$ cat config.mk
export PLATFORM = sky130hd
export DESIGN_NAME = infix_precedence_evaluator
export DESIGN_NICKNAME = d
export VERILOG_FILES = /design/src/design/ipe_pkg.sv /design/src/design/infix_precedence_evaluator.sv /design/src/design/ipe_ctrl.sv /design/src/design/ipe_dp.sv
export SDC_FILE = /design/constraint.sdc
export NUM_CORES = 1
export LEC_CHECK = 0
export BUFFER_PORTS_ARGS = -buffer_cell sky130_fd_sc_hd__buf_2
export CAP_MARGIN = 10
export CORE_AREA = 4 4 183 185
export CTS_CLUSTER_DIAMETER = 40
export CTS_CLUSTER_SIZE = 8
export DETAILED_ROUTE_END_ITERATION = 8
export DIE_AREA = 0 0 187 189
export GPL_TIMING_DRIVEN = 0
export HOLD_SLACK_MARGIN = 0.12
export MAX_ROUTING_LAYER = met4
export PLACE_DENSITY = 0.87
export SLEW_MARGIN = 20
export SYNTH_ARGS = -nofsm -noshare
export SYNTH_HDL_FRONTEND = slang
export SYNTH_SLANG_ARGS = --single-unit
$ cat constraint.sdc
create_clock -name i_clk -period 11.7 [get_ports i_clk]
set_input_delay 3.51 -clock i_clk [delete_from_list [all_inputs] [get_ports i_clk]]
set_output_delay 3.51 -clock i_clk [all_outputs]
set_load 0.02 [all_outputs]
$ cat src/design/ipe_pkg.sv
package ipe_pkg;

    localparam logic [1:0] CMD_START  = 2'd0;
    localparam logic [1:0] CMD_OP     = 2'd1;
    localparam logic [1:0] CMD_FINISH = 2'd2;

    localparam logic [2:0] OP_ADD = 3'd0;
    localparam logic [2:0] OP_SUB = 3'd1;
    localparam logic [2:0] OP_MUL = 3'd2;
    localparam logic [2:0] OP_DIV = 3'd3;

    localparam logic [1:0] ST_OK      = 2'd0;
    localparam logic [1:0] ST_DONE    = 2'd1;
    localparam logic [1:0] ST_BADOP   = 2'd2;
    localparam logic [1:0] ST_DIVZERO = 2'd3;

    typedef struct packed {
        logic take;
        logic step;
        logic done;
    } t_ctrl_cmd;

    typedef struct packed {
        logic long_op;
        logic is_div;
        logic out_free;
    } t_dp_stat;

endpackage

$ cat src/design/infix_precedence_evaluator.sv
// Streaming evaluator for infix expressions over + - * / with two precedence
// levels, on signed fixed-point numbers (VALUE_WIDTH bits, FRACTION_BITS of
// fraction).
// Input request: s_axis_tuser carries command and operator code, s_axis_tdata
// the operand. Every request yields exactly one response: m_axis_tdata holds
// the value (nonzero only on finish), m_axis_tuser the status.
// Start, finish, add, subtract, an unknown command, a zero divisor, an invalid
// operator and any request after an error: response in the cycle after accept,
// one request per cycle when the output is drained.
// Multiply and divide by a nonzero divisor: the product comes from the
// bit-serial shift-add multiplier, the quotient from the restoring divider that
// retires one quotient bit a cycle; the result is then written to the output
// register, and no new request is taken until that write is done.
// Reset clears the running sum, the term and its sign, the error latch and the
// output valid flag; an operator before any start works on the value zero.
// While the receiver holds m_axis_tready low the response is held in the output
// register and new requests stall once that register is full.
module infix_precedence_evaluator #(
    parameter int VALUE_WIDTH   = 32,
    parameter int FRACTION_BITS = 16
) (
    input  logic                                   i_clk,
    input  logic                                   i_rst_n,
    input  logic                                   s_axis_tvalid,
    output logic                                   s_axis_tready,
    // operand
    input  logic [((VALUE_WIDTH + 7) / 8) * 8-1:0] s_axis_tdata,
    // command [1:0], operator_code [4:2]
    input  logic [4:0]                             s_axis_tuser,
    output logic                                   m_axis_tvalid,
    input  logic                                   m_axis_tready,
    // value
    output logic [((VALUE_WIDTH + 7) / 8) * 8-1:0] m_axis_tdata,
    // status [1:0]
    output logic [1:0]                             m_axis_tuser
);

    localparam int DATA_BYTES = (VALUE_WIDTH + 7) / 8;

    ipe_pkg::t_ctrl_cmd     cmd;
    ipe_pkg::t_dp_stat      stat;
    logic [VALUE_WIDTH-1:0] value;

    ipe_ctrl #(
        .VALUE_WIDTH   (VALUE_WIDTH),
        .FRACTION_BITS (FRACTION_BITS)
    ) u_ctrl (
        .i_clk       (i_clk),
        .i_rst_n     (i_rst_n),
        .i_req_valid (s_axis_tvalid),
        .o_req_ready (s_axis_tready),
        .i_stat      (stat),
        .o_cmd       (cmd)
    );

    ipe_dp #(
        .VALUE_WIDTH   (VALUE_WIDTH),
        .FRACTION_BITS (FRACTION_BITS)
    ) u_dp (
        .i_clk           (i_clk),
        .i_rst_n         (i_rst_n),
        .i_cmd           (cmd),
        .o_stat          (stat),
        .i_command       (s_axis_tuser[1:0]),
        .i_operator_code (s_axis_tuser[4:2]),
        .i_operand       (s_axis_tdata[VALUE_WIDTH-1:0]),
        .o_value         (value),
        .o_status        (m_axis_tuser),
        .o_out_valid     (m_axis_tvalid),
        .i_out_ready     (m_axis_tready)
    );

    assign m_axis_tdata = (DATA_BYTES*8)'(value);

endmodule

$ cat src/design/ipe_ctrl.sv
module ipe_ctrl #(
    parameter int VALUE_WIDTH   = 32,
    parameter int FRACTION_BITS = 16
) (
    input  logic               i_clk,
    input  logic               i_rst_n,
    input  logic               i_req_valid,
    output logic               o_req_ready,
    input  ipe_pkg::t_dp_stat  i_stat,
    output ipe_pkg::t_ctrl_cmd o_cmd
);

    localparam int DIV_STEPS = VALUE_WIDTH + FRACTION_BITS;
    localparam int CW        = $clog2(DIV_STEPS + 1);

    localparam logic [1:0] S_IDLE = 2'd0;
    localparam logic [1:0] S_RUN  = 2'd1;
    localparam logic [1:0] S_FIN  = 2'd2;

    logic [1:0]    r_state, n_state;
    logic [CW-1:0] r_cnt, n_cnt;
    logic          take;

    assign o_req_ready = (r_state == S_IDLE) && i_stat.out_free;
    assign take        = i_req_valid && o_req_ready;

    assign o_cmd.take = take;
    assign o_cmd.step = (r_state == S_RUN);
    assign o_cmd.done = (r_state == S_FIN) && i_stat.out_free;

    always_comb begin
        n_state = r_state;
        n_cnt   = r_cnt;
        case (r_state)
            S_IDLE: begin
                if (take && i_stat.long_op) begin
                    n_state = S_RUN;
                    n_cnt   = i_stat.is_div ? CW'(DIV_STEPS) : CW'(VALUE_WIDTH);
                end
            end
            S_RUN: begin
                n_cnt = r_cnt - CW'(1);
                if (r_cnt == CW'(1)) begin
                    n_state = S_FIN;
                end
            end
            S_FIN: begin
                if (i_stat.out_free) begin
                    n_state = S_IDLE;
                end
            end
            default: begin
                n_state = S_IDLE;
            end
        endcase
    end

    always_ff @(posedge i_clk) begin
        if (!i_rst_n) begin
            r_state <= S_IDLE;
            r_cnt   <= '0;
        end else begin
            r_state <= n_state;
            r_cnt   <= n_cnt;
        end
    end

endmodule

$ cat src/design/ipe_dp.sv
module ipe_dp #(
    parameter int VALUE_WIDTH   = 32,
    parameter int FRACTION_BITS = 16
) (
    input  logic                   i_clk,
    input  logic                   i_rst_n,
    input  ipe_pkg::t_ctrl_cmd     i_cmd,
    output ipe_pkg::t_dp_stat      o_stat,
    input  logic [1:0]             i_command,
    input  logic [2:0]             i_operator_code,
    input  logic [VALUE_WIDTH-1:0] i_operand,
    output logic [VALUE_WIDTH-1:0] o_value,
    output logic [1:0]             o_status,
    output logic                   o_out_valid,
    input  logic                   i_out_ready
);

    localparam int W  = VALUE_WIDTH;
    localparam int F  = FRACTION_BITS;
    localparam int L  = W + F;
    localparam int XW = 2 * W + F;

    localparam logic [W-1:0] VMAX = {1'b0, {(W-1){1'b1}}};
    localparam logic [W-1:0] VMIN = {1'b1, {(W-1){1'b0}}};

    function automatic logic [W-1:0] sat_addsub(input logic [W-1:0] a,
                                                input logic [W-1:0] b,
                                                input logic sub);
        logic [W:0] s;
        logic [W-1:0] res;
        s = sub ? ({a[W-1], a} - {b[W-1], b}) : ({a[W-1], a} + {b[W-1], b});
        if (s[W] != s[W-1]) begin
            res = s[W] ? VMIN : VMAX;
        end else begin
            res = s[W-1:0];
        end
        return res;
    endfunction

    function automatic logic [W-1:0] mag(input logic [W-1:0] v);
        return v[W-1] ? (~v + W'(1)) : v;
    endfunction

    logic [W-1:0] r_sum, n_sum;
    logic [W-1:0] r_term, n_term;
    logic         r_neg, n_neg;
    logic [1:0]   r_err, n_err;
    logic [W-1:0] r_ua, r_ub;
    logic         r_res_neg;
    logic         r_is_div;
    logic [W-1:0] r_up, r_ml;
    logic [W-1:0] r_rem;
    logic [L-1:0] r_num;
    logic [W-1:0] r_value, n_value;
    logic [1:0]   r_status, n_status;
    logic         r_out_valid;
    logic         write_out;

    logic         err_on, is_op, op_mul, op_div, x_zero;
    logic [W-1:0] folded;
    logic [W-1:0] mag_term, mag_x;
    logic [W:0]   mul_t;
    logic [W:0]   div_rs;
    logic         div_ge;
    logic [XW-1:0] res_mag, res_lim;
    logic [W-1:0] res_val;

    assign err_on  = (r_err != ipe_pkg::ST_OK);
    assign is_op   = (i_command == ipe_pkg::CMD_OP);
    assign x_zero  = (i_operand == '0);
    assign op_mul  = is_op && !err_on && (i_operator_code == ipe_pkg::OP_MUL);
    assign op_div  = is_op && !err_on && (i_operator_code == ipe_pkg::OP_DIV) && !x_zero;
    assign folded  = sat_addsub(r_sum, r_term, r_neg);
    assign mag_term = mag(r_term);
    assign mag_x    = mag(i_operand);

    assign o_stat.long_op  = op_mul || op_div;
    assign o_stat.is_div   = op_div;
    assign o_stat.out_free = !r_out_valid || i_out_ready;

    assign mul_t  = {1'b0, r_up} + (r_ml[0] ? {1'b0, r_ua} : {(W+1){1'b0}});
    assign div_rs = {r_rem, r_num[L-1]};
    assign div_ge = (div_rs >= {1'b0, r_ub});

    always_comb begin
        res_mag = r_is_div ? XW'(r_num) : XW'({r_up, r_ml} >> F);
        res_lim = XW'(VMAX) + XW'(r_res_neg);
        if (res_mag > res_lim) begin
            res_val = r_res_neg ? VMIN : VMAX;
        end else if (r_res_neg) begin
            res_val = ~res_mag[W-1:0] + W'(1);
        end else begin
            res_val = res_mag[W-1:0];
        end
    end

    always_comb begin
        n_sum     = r_sum;
        n_term    = r_term;
        n_neg     = r_neg;
        n_err     = r_err;
        n_value   = '0;
        n_status  = ipe_pkg::ST_OK;
        write_out = 1'b0;
        if (i_cmd.take && !(op_mul || op_div)) begin
            write_out = 1'b1;
            if (i_command == ipe_pkg::CMD_START) begin
                n_sum  = '0;
                n_term = i_operand;
                n_neg  = 1'b0;
                n_err  = ipe_pkg::ST_OK;
            end else if ((is_op || i_command == ipe_pkg::CMD_FINISH) && err_on) begin
                n_status = r_err;
            end else if (is_op) begin
                case (i_operator_code)
                    ipe_pkg::OP_ADD, ipe_pkg::OP_SUB: begin
                        n_sum  = folded;
                        n_term = i_operand;
                        n_neg  = (i_operator_code == ipe_pkg::OP_SUB);
                    end
                    ipe_pkg::OP_DIV: begin
                        n_err    = ipe_pkg::ST_DIVZERO;
                        n_status = ipe_pkg::ST_DIVZERO;
                    end
                    default: begin
                        n_err    = ipe_pkg::ST_BADOP;
                        n_status = ipe_pkg::ST_BADOP;
                    end
                endcase
            end else if (i_command == ipe_pkg::CMD_FINISH) begin
                n_value  = folded;
                n_status = ipe_pkg::ST_DONE;
            end
        end else if (i_cmd.done) begin
            write_out = 1'b1;
            n_term    = res_val;
        end
    end

    always_ff @(posedge i_clk) begin
        if (!i_rst_n) begin
            r_sum       <= '0;
            r_term      <= '0;
            r_neg       <= 1'b0;
            r_err       <= ipe_pkg::ST_OK;
            r_out_valid <= 1'b0;
        end else begin
            r_sum  <= n_sum;
            r_term <= n_term;
            r_neg  <= n_neg;
            r_err  <= n_err;
            if (write_out) begin
                r_out_valid <= 1'b1;
            end else if (i_out_ready) begin
                r_out_valid <= 1'b0;
            end
        end
    end

    always_ff @(posedge i_clk) begin
        if (write_out) begin
            r_value  <= n_value;
            r_status <= n_status;
        end
        if (i_cmd.take) begin
            r_ua      <= mag_term;
            r_ub      <= mag_x;
            r_res_neg <= r_term[W-1] ^ i_operand[W-1];
            r_is_div  <= (i_operator_code == ipe_pkg::OP_DIV);
            r_up      <= '0;
            r_ml      <= mag_x;
            r_rem     <= '0;
            r_num     <= L'(mag_term) << F;
        end else if (i_cmd.step) begin
            if (r_is_div) begin
                r_rem <= div_ge ? W'(div_rs - {1'b0, r_ub}) : div_rs[W-1:0];
                r_num <= {r_num[L-2:0], div_ge};
            end else begin
                r_up <= mul_t[W:1];
                r_ml <= {mul_t[0], r_ml[W-1:1]};
            end
        end
    end

    assign o_value     = r_value;
    assign o_status    = r_status;
    assign o_out_valid = r_out_valid;

endmodule

### Word-level counts from Yosys, hierarchy flattened

Cells that the tools add are included.

| word-level totals | value |
|---|---|
| input port bits | 41 |
| logic and storage cells | 145 |
| output and inout bits | 36 |
| register bits | 320 |

| cells by class | value |
|---|---|
| eq/ne operators | 18 |
| mux-type cells | 50 |
| bitwise operators | 7 |
| add/sub/neg operators | 9 |
| reductions and logical operators | 41 |
| order comparisons | 2 |

Operators by type and width:

| operator | number |
|---|---|
| $mux 32 | 22 |
| $mux 48 | 4 |
| $add 32x1->32 const B | 3 |
| $not 32->32 | 3 |
| $gt 80x80->1 | 1 |
| $add 32x32->33 | 1 |
| $add 32x33->33 | 1 |
| $ge 33x32->1 | 1 |
| $mux 33 | 1 |
| $sub 32x32->33 | 1 |
| $add 31x1->32 const A | 1 |
| $logic_not 32->1 | 1 |
| $sub 32x32->32 | 1 |
| $mux 2 | 8 |
| $reduce_bool 2->1 | 8 |
| $pmux 6 s2 | 1 |
| $reduce_and 4->1 | 3 |
| $logic_and 1x1->1 | 10 |
| $reduce_and 2->1 | 5 |
| $mux 1 | 9 |
| $ne 2x1->1 const B | 4 |
| $pmux 2 s2 | 2 |
| $eq 3x2->1 const B | 2 |
| $eq 6x1->1 const B | 1 |
| other kinds (20) | 33 |

### Depth between registers and ports, before layout

Gate-level depths: netlist (run 1).

| logic depth | value |
|---|---|
| depth after elaboration | 10 |
| mapped depth | 22 |
| depth with buffers taken out | 19 |

### By module

A second synthesis (run 1) with hierarchy kept.

| unflattened totals | value |
|---|---|
| cells, all modules | 2,547 |
| area total of the unflattened synthesis | 21,673.3 µm² |

By module, submodules not included:

| module | cells an instance | area an instance (µm²) | instances | seq. area each (µm²) |
|---|---|---|---|---|
| ipe_dp | 2,493 | 21,209.1 | 1 | 7,887.6 |
| ipe_ctrl | 54 | 464.2 | 1 | 160.2 |

### Worst setup path after synthesis (run 1)

Ideal clock, no wire load.

| timing path | value |
|---|---|
| kind | input-to-output |
| from | in m_axis_tready |
| to | out s_axis_tready |
| stages | 2 |
| required time | 8.190 ns |
| buffers on the path | 0 |
| data arrival time | 4.073 ns |
| path slack | 4.117 ns |
| path through | nor2b_1 -> nor3_1 |

| between the ends | value |
|---|---|
| word-level cells in the longest chain between the ends | 2 |

RTL lines:

| element | line | source |
|---|---|---|
| start, declared | infix_precedence_evaluator.sv:31 | `input logic m_axis_tready,` |
| $logic_or 1x1->1 | ipe_dp.sv:79 | `assign o_stat.out_free = !r_out_valid \|\| i_out_ready;` |
| $logic_and 1x1->1 | ipe_ctrl.sv:24 | `assign o_req_ready = (r_state == S_IDLE) && i_stat.out_free;` |
| end, declared | infix_precedence_evaluator.sv:25 | `output logic s_axis_tready,` |

No other way between the ends.

### Worst setup path in the final report (run 1)

Ends and elaborated chain as after synthesis.

==> impl_metrics.tcl, run 1 <==
set metrics [dict create \
    run_status "complete, no violations" \
    cts-resized-gates 0 \
    hpwl_um 53400 \
    cts.sinks 320 \
    crit_chain "buf_2 -> nor2b_1 -> nor3_1 -> buf_2" \
    fp-row-count 66 \
    die-area_sq_um 35300 \
    cts-root-buf "clkbuf_16" \
    path_delay_family "simple AND/OR/NAND/NOR gates" \
    wl_per_cell_um 22.8 \
    rsz0062_at_grt "no" \
    clk_pin_slew_ns 0.05 \
    synth.avg_cell_area_sq_um 8.56 \
    synth_top_cell_by_area "edfxtp_1" \
    cpPeakStageDelay_ns 0.33 \
    fin_crit_sh_pct 66.0 \
    pre_cts_ws_ns 4.04 \
    fp.dieH_um 189 \
    clockBufferDepth 3 \
    io_pins 77 \
    dr.pass1.iters 6 \
    area_delta_synth_final_pct 12.6 \
    tns_ns 0 \
    postCtsSetupBuffers 0 \
    h-tree-depth 2 \
    synthArstFlopShare_pct 0 \
    grt_first_pass_wirelength_um 112000 \
    final.setup.worst_slack_ns 3.98 \
    cpMaxStageDelayCell "nor2b_1" \
    ys_ff_latch 320 \
    fin_skew_ns 0.0356 \
    gp_congestion 1.09 \
    wirelength_um 71700 \
    grt_use_total_pct 40.8 \
    path_common_cell "buf_2" \
    seq_area_frac_synth_pct 36.8 \
    cts_buffers 57 \
    drt-initial-drc-count 2798 \
    arrival_ns 4.21 \
    antenna_found_initial 1 \
    max_freq_ghz 0.129 \
    synth_top_flop_cell "edfxtp_1" \
    fin_util_pct 76.8 \
    worst-r2r-setup-slack_ns 4.61 \
    vias 20941 \
    grt_pass1_vias 20177 \
    viasPerCell 6.65 \
    syn_inst 2554 \
    synth_top_area_share_pct 22.5 \
    final_layout_size_suffix_gt1_share_pct 8.47 \
    io_buffers 74 \
    finalNetCount 2870 \
    hold_ws_ns 0.462 \
    cp_num_buf_inv 2 \
    power_density_nw_per_um2 153 \
    postRouteAntennaNets 0 \
    cap_violations 0 \
    min_path_type "reg -> reg" \
    die_w_um 187 \
    cts_tree "done" \
    core_sq_um 32000 \
    drc 0 \
    insertion_delay_ns 0.62 \
    grt_start_max_net_pins 58 \
    yosysWarnings 0 \
    slew_headroom_pct 29.8 \
    tightest_slew_ns 1.04 \
    critical_path.startpoint_type "input port" \
    initial_utilization_pct 68.2 \
    synth_area_sq_um 21900 \
    grt-ovfl-total 0 \
    crit_type "in -> out" \
    ys_top_cells_by_count "nand2_1 (307), nor2_1 (225), o21ai_0 (217), a21oi_1 (204), edfxtp_1 (164)" \
    hold_viol_final 0 \
    leakagePower_nw 10.2 \
    cp.required_ns 8.19 \
    yosys.cell_count.top_type "nand2_1" \
    postCtsHoldBufs 0 \
    drv_slew 0 \
    cp-end-kind "output pin" \
    syn_nets 2735 \
    setup_violations 0 \
    crit_fanout 4 \
    vdd_drop_max_uv 146 \
    period_minus_slack_ns 7.72 \
    synthTopCellsByArea "edfxtp_1 (23%), dfxtp_1 (14%), ha_1 (7.8%), nand2_1 (5.3%), xnor2_1 (5.2%)" \
    synth_cell_type_count 98 \
    synth_edf_count 164 \
]
[where the power goes]
part	switching, W	internal, W
combinational	0.000612	0.000306
sequential	0.0000351	0.00125
clock	0.000590	0.000978
[worst register-to-register path: stages, from the launching register on]
cell	delay, ns
edfxtp_1	0.48
clkbuf_1	0.46
buf_1	0.43
buf_1	0.51
clkbuf_1	0.68
mux2i_1	0.57
inv_1	0.10
ha_1	0.31
and4_1	0.22
nor4bb_2	0.74
nand3_1	0.45
nand2_1	0.17
a31oi_1	0.15
or3_1	0.43
clkbuf_1	0.23
a2111oi_0	0.63
a2111oi_0	0.14
a21oi_1	0.27
[flip-flops by register name, indices dropped and copies added (netlist names), 6 cells and up]
name and flops:
u_dp.r_num 48, u_dp.o_value 32, u_dp.r_ml 32, u_dp.r_rem 32, u_dp.r_sum 32, u_dp.r_term 32, u_dp.r_ua 32, u_dp.r_ub 32
u_dp.r_up 32, u_ctrl.r_cnt 6
[through the flow]
stage,instances,power [W],cell area (sq um)
floorplan,2554,0.00192,21900
global placement,3036,0.00216,22700
detailed placement,3038,0.00218,22800
CTS,3146,0.00374,24600
global route,3147,0.00390,24600
finish,3147,0.00378,24600
[final cells by class]
cell class | instances | area [sq um]
Antenna cell | 1 | 2.50
Buffer | 131 | 627
Clock buffer | 85 | 1580
Clock inverter | 23 | 214
Fill cell | 2268 | 7440
Inverter | 105 | 394
Multi-Input combinational cell | 1998 | 12800
Sequential cell | 320 | 8050
Tap cell | 408 | 510
Timing Repair Buffer | 76 | 425
[cells in the final DEF, fill, tap and decap left out, types with 12 or more instances in the layout]
cell type	Yosys	layout
nand3_1	49	49
nor3_1	44	44
xnor2_1	130	130
buf_2	9	83
nand4_1	26	26
o31ai_1	21	21
nand2b_1	26	26
inv_1	103	101
nor2_1	225	225
and2_1	47	47
o211ai_1	12	12
o21ai_1	17	17
a21oi_1	204	204
o21bai_1	19	19
a21o_1	52	52
a211oi_1	16	16
a22o_1	27	27
nor4_1	20	20
o21a_1	18	18
ha_1	137	137
or3_1	15	15
a31oi_1	30	30
o21ai_0	217	217
xor2_1	41	41
clkbuf_1	100	123
nor2b_1	18	18
dfxtp_1	156	156
mux2i_1	53	53
and3_1	31	31
nand2_1	307	306
clkbuf_16	0	58
edfxtp_1	164	164
[layer usage]
| metal | track usage [%] | wire, um |
|---|---|---|
| met5 | - | 0 |
| met4 | 19.3 | 3730 |
| met3 | 8.54 | 8560 |
| met2 | 62.8 | 31800 |
| met1 | 52.0 | 27600 |
[final timing paths]
kind,cells after the start,startpoint,endpoint
hold / removal,2,u_dp.r_sum[9],u_dp.r_sum[9]
setup / recovery,4,m_axis_tready,s_axis_tready
setup reg to reg,17,u_dp.r_is_div,u_dp.r_term[31]
hold reg to reg,2,u_dp.r_sum[9],u_dp.r_sum[9]
[cell families (layout without fill, tap and decap cells)]
kind of cell / Yosys count / in the layout / share of synthesized area (%)
fa+ha+maj: 146 / 146 / 8.39
buf+inv: 236 / 420 / 4.65
simple gates: 874 / 874 / 19.0
compound gates: 743 / 743 / 21.3
other cells: 0 / 1 / 0
flops: 320 / 320 / 36.8
mux: 64 / 64 / 2.99
xor+xnor: 171 / 171 / 6.85
(Power assumes the default switching activity.)
==> run 2, diff against run 1 <==
- CORE_AREA: 4 4 183 185 -> 4 4 201 203
- DIE_AREA: 0 0 187 189 -> 0 0 205 207
- PLACE_DENSITY: 0.87 -> 0.77
- clock period: 11.7 -> 6.95 ns (I/O delays scaled with it)
==> run 2 against run 1 <==
Net effect:
- clock power rose by 77%
- wire length decreased by 1.2%
- highest routed layer unchanged
- clock-buffer cell count down 4
- sequential power up 68%
- register-to-register slack got worse by 4.2 ns
- setup slack got worse by 3.6 ns
- clock skew fell by 0.0085 ns
- first-iteration DRC count is 27% lower
- design area is 1.1% higher
- via count is 2.8% lower
- sequential share of layout area shrank 0.36 points
- largest cell class unchanged
==> impl_metrics.tcl, run 2 (synthesized netlist as in run 1, its figures left out) <==
set metrics [dict create \
    worst-r2r-setup-slack_ns 0.38 \
    layout_commonest_cell "nand2_1" \
    grt_pass1_vias 19410 \
    cp.required_ns 7.29 \
    run_status "complete, no violations" \
    final.setup.worst_slack_ns 0.378 \
    area_delta_synth_final_pct 13.8 \
    vdd_drop_max_uv 221 \
    initial_utilization_pct 56.8 \
    clockBufferDepth 3 \
    p_clk_share_pct 43.0 \
    die-area_sq_um 42400 \
    r2r-start "u_dp.r_term[0]" \
    grt_util_met2_pct 51.4 \
    fp-row-count 72 \
    pre_cts_ws_ns 0.515 \
    cts_buffers 59 \
    grt_start_max_net_pins 57 \
    drt-initial-drc-count 2041 \
    crit_type "reg -> reg" \
    hold_ws_ns 0.457 \
    fp.dieH_um 207 \
    final_layout_size_suffix_gt1_share_pct 8.46 \
    power_density_nw_per_um2 260 \
    r2r_end "u_dp.o_value[22]" \
    busiest_layer "met2" \
    postCtsHoldBufs 0 \
    drc 0 \
    grtUsageMet1_pct 44.4 \
    die_w_um 205 \
    gp_congestion 1.04 \
    cts_tree "done" \
    power_frac_comb_pct 23.5 \
    io_pins 77 \
    vias 20347 \
    h-tree-depth 2 \
    wl_per_cell_um 21.7 \
    largest_reg_flops 48 \
    n_fill_cell 3211 \
    ff2ff_path_depth 22 \
    tightest_slew_ns 0.978 \
    cap_violations 0 \
    arrival_ns 6.91 \
    crit_end "u_dp.o_value[22]" \
    io_buffers 74 \
    grt_use_met3_pct 5.16 \
    top_register "u_dp.r_num" \
    insertion_delay_ns 0.63 \
    wirelength_um 70800 \
    slew_headroom_pct 34.0 \
    clk_pin_slew_ns 0.05 \
    crit_start "u_dp.r_term[0]" \
    hpwl_um 54900 \
    multi_input_area_sq_um 12800 \
    crit_fanout 10 \
    ff_latch_area_sq_um 8050 \
    fin_crit_sh_pct 94.6 \
    fin_skew_ns 0.0271 \
    hold_viol_final 0 \
    setup_violations 0 \
    critical_path.startpoint_type "flop" \
    dr.pass1.iters 6 \
    period_minus_slack_ns 6.57 \
    grt_first_pass_wirelength_um 109000 \
    cts-root-buf "clkbuf_16" \
    min_path_type "reg -> reg" \
    leakagePower_nw 10.3 \
    drv_slew 0 \
    max_freq_ghz 0.152 \
    pwr-share-seq_pct 33.5 \
    final_cell_mix "nand2_1 (306), nor2_1 (225), o21ai_0 (217), a21oi_1 (204), edfxtp_1 (164)" \
    postCtsSetupBuffers 0 \
    rsz0062_at_grt "no" \
    cts.sinks 320 \
    p_sw_w 0.00207 \
    grt_use_total_pct 33.3 \
    core_sq_um 38500 \
    swShare_pct 31.9 \
    grt-ovfl-total 0 \
    postRouteAntennaNets 0 \
    antenna_found_initial 2 \
    p_int_w 0.00440 \
    viasPerCell 6.24 \
    finalNetCount 2872 \
    cp-end-kind "flop" \
]
## run 2: changes by cell type in the layout (fill, tap and decap cells not counted), moves of 3 or more
| cell | previous run | this run |
|---|---|---|
| clkinv_2 | 8 | 5 |
| bufinv_16 | 2 | 5 |
| clkinv_1 | 3 | 10 |
| clkbuf_8 | 10 | 7 |
| clkbuf_1 | 123 | 119 |
| clkinv_4 | 3 | 6 |
## run 2: critical path: stages, from the launching register on
cell and delay, ns:
dfxtp_1 0.40, or2_1 0.30, or4_1 0.40, buf_4 0.17
nor4_4 0.27, nand2_1 0.17, or4_2 0.62, o31a_1 0.28
a21oi_1 0.17, mux2i_1 0.16, ha_1 0.32, clkbuf_1 0.27
nand3_1 0.17, o211a_1 0.26, o21ai_0 0.25, o2bb2ai_1 0.18
a211o_1 0.12, o311a_1 0.15, buf_1 0.53, nand2_1 0.37
nand2b_1 0.25, clkbuf_1 0.40, nor2_1 0.10
## run 2: per-stage QoR
step	power, W	setup TNS, ns	cell area [sq um]	instances	util, %
6_report	0.00647	0	24900	3263	64.7
5_1_grt	0.00673	0	24900	3262	64.7
4_1_cts	0.00645	0	24900	3260	64.6
3_5_place_dp	0.00367	0	22900	3148	59.6
3_3_place_gp	0.00365	-11.01	22900	3146	59.5
2_1_floorplan	0.00324	0	21900	2554	-
## run 2: worst min path at each step
| stage | endpoint | from | cells past startpoint | slack [ns] |
|---|---|---|---|---|
| after floorplan | u_dp.r_sum[15] | u_dp.r_sum[15] | 2 | 0.43 |
| after global placement | u_dp.r_sum[9] | u_dp.r_sum[9] | 2 | 0.44 |
| after detailed placement | u_dp.r_sum[5] | u_dp.r_sum[5] | 2 | 0.45 |
| after CTS | u_dp.r_sum[5] | u_dp.r_sum[5] | 2 | 0.46 |
| after global routing | u_dp.r_sum[13] | u_dp.r_sum[13] | 2 | 0.48 |
| final | u_dp.r_sum[14] | u_dp.r_sum[14] | 2 | 0.46 |
## run 2: routing by layer
layer | wire length [um] | part of all wire (%) | vias up
met1 | 29800 | 42 | 9642
li1 | - | - | 9538
met5 | 0 | 0 | -
met2 | 31900 | 45 | 993
met3 | 6200 | 8.8 | 174
met4 | 2950 | 4.2 | 0
## run 2: repair_timing
| action | in CTS | in global routing |
|---|---|---|
| setup endpoints to repair | 0 | 2 |
| gates resized for setup | 0 | 2 |
| hold endpoints to repair | 0 | 0 |
## run 2: power by group through the flow
stage	sequential [W]	combinational, W	clock (W)
floorplan	0.00220	0.00103	0
global placement	0.00221	0.00144	0
detailed placement	0.00220	0.00147	0
CTS	0.00217	0.00148	0.00280
global route	0.00218	0.00165	0.00290
finish	0.00217	0.00152	0.00278
## run 2: final cells by class
cell class / instances / share of cell area [%]
diodes: 3 / 0.0302
well taps: 518 / 2.61
clock inverters: 31 / 1.42
multi-input cells: 1998 / 51.4
repair buffers: 76 / 1.71
plain buffers: 131 / 2.52
clock buffers: 81 / 6.35
flip-flops and latches: 320 / 32.4
inverters: 105 / 1.58
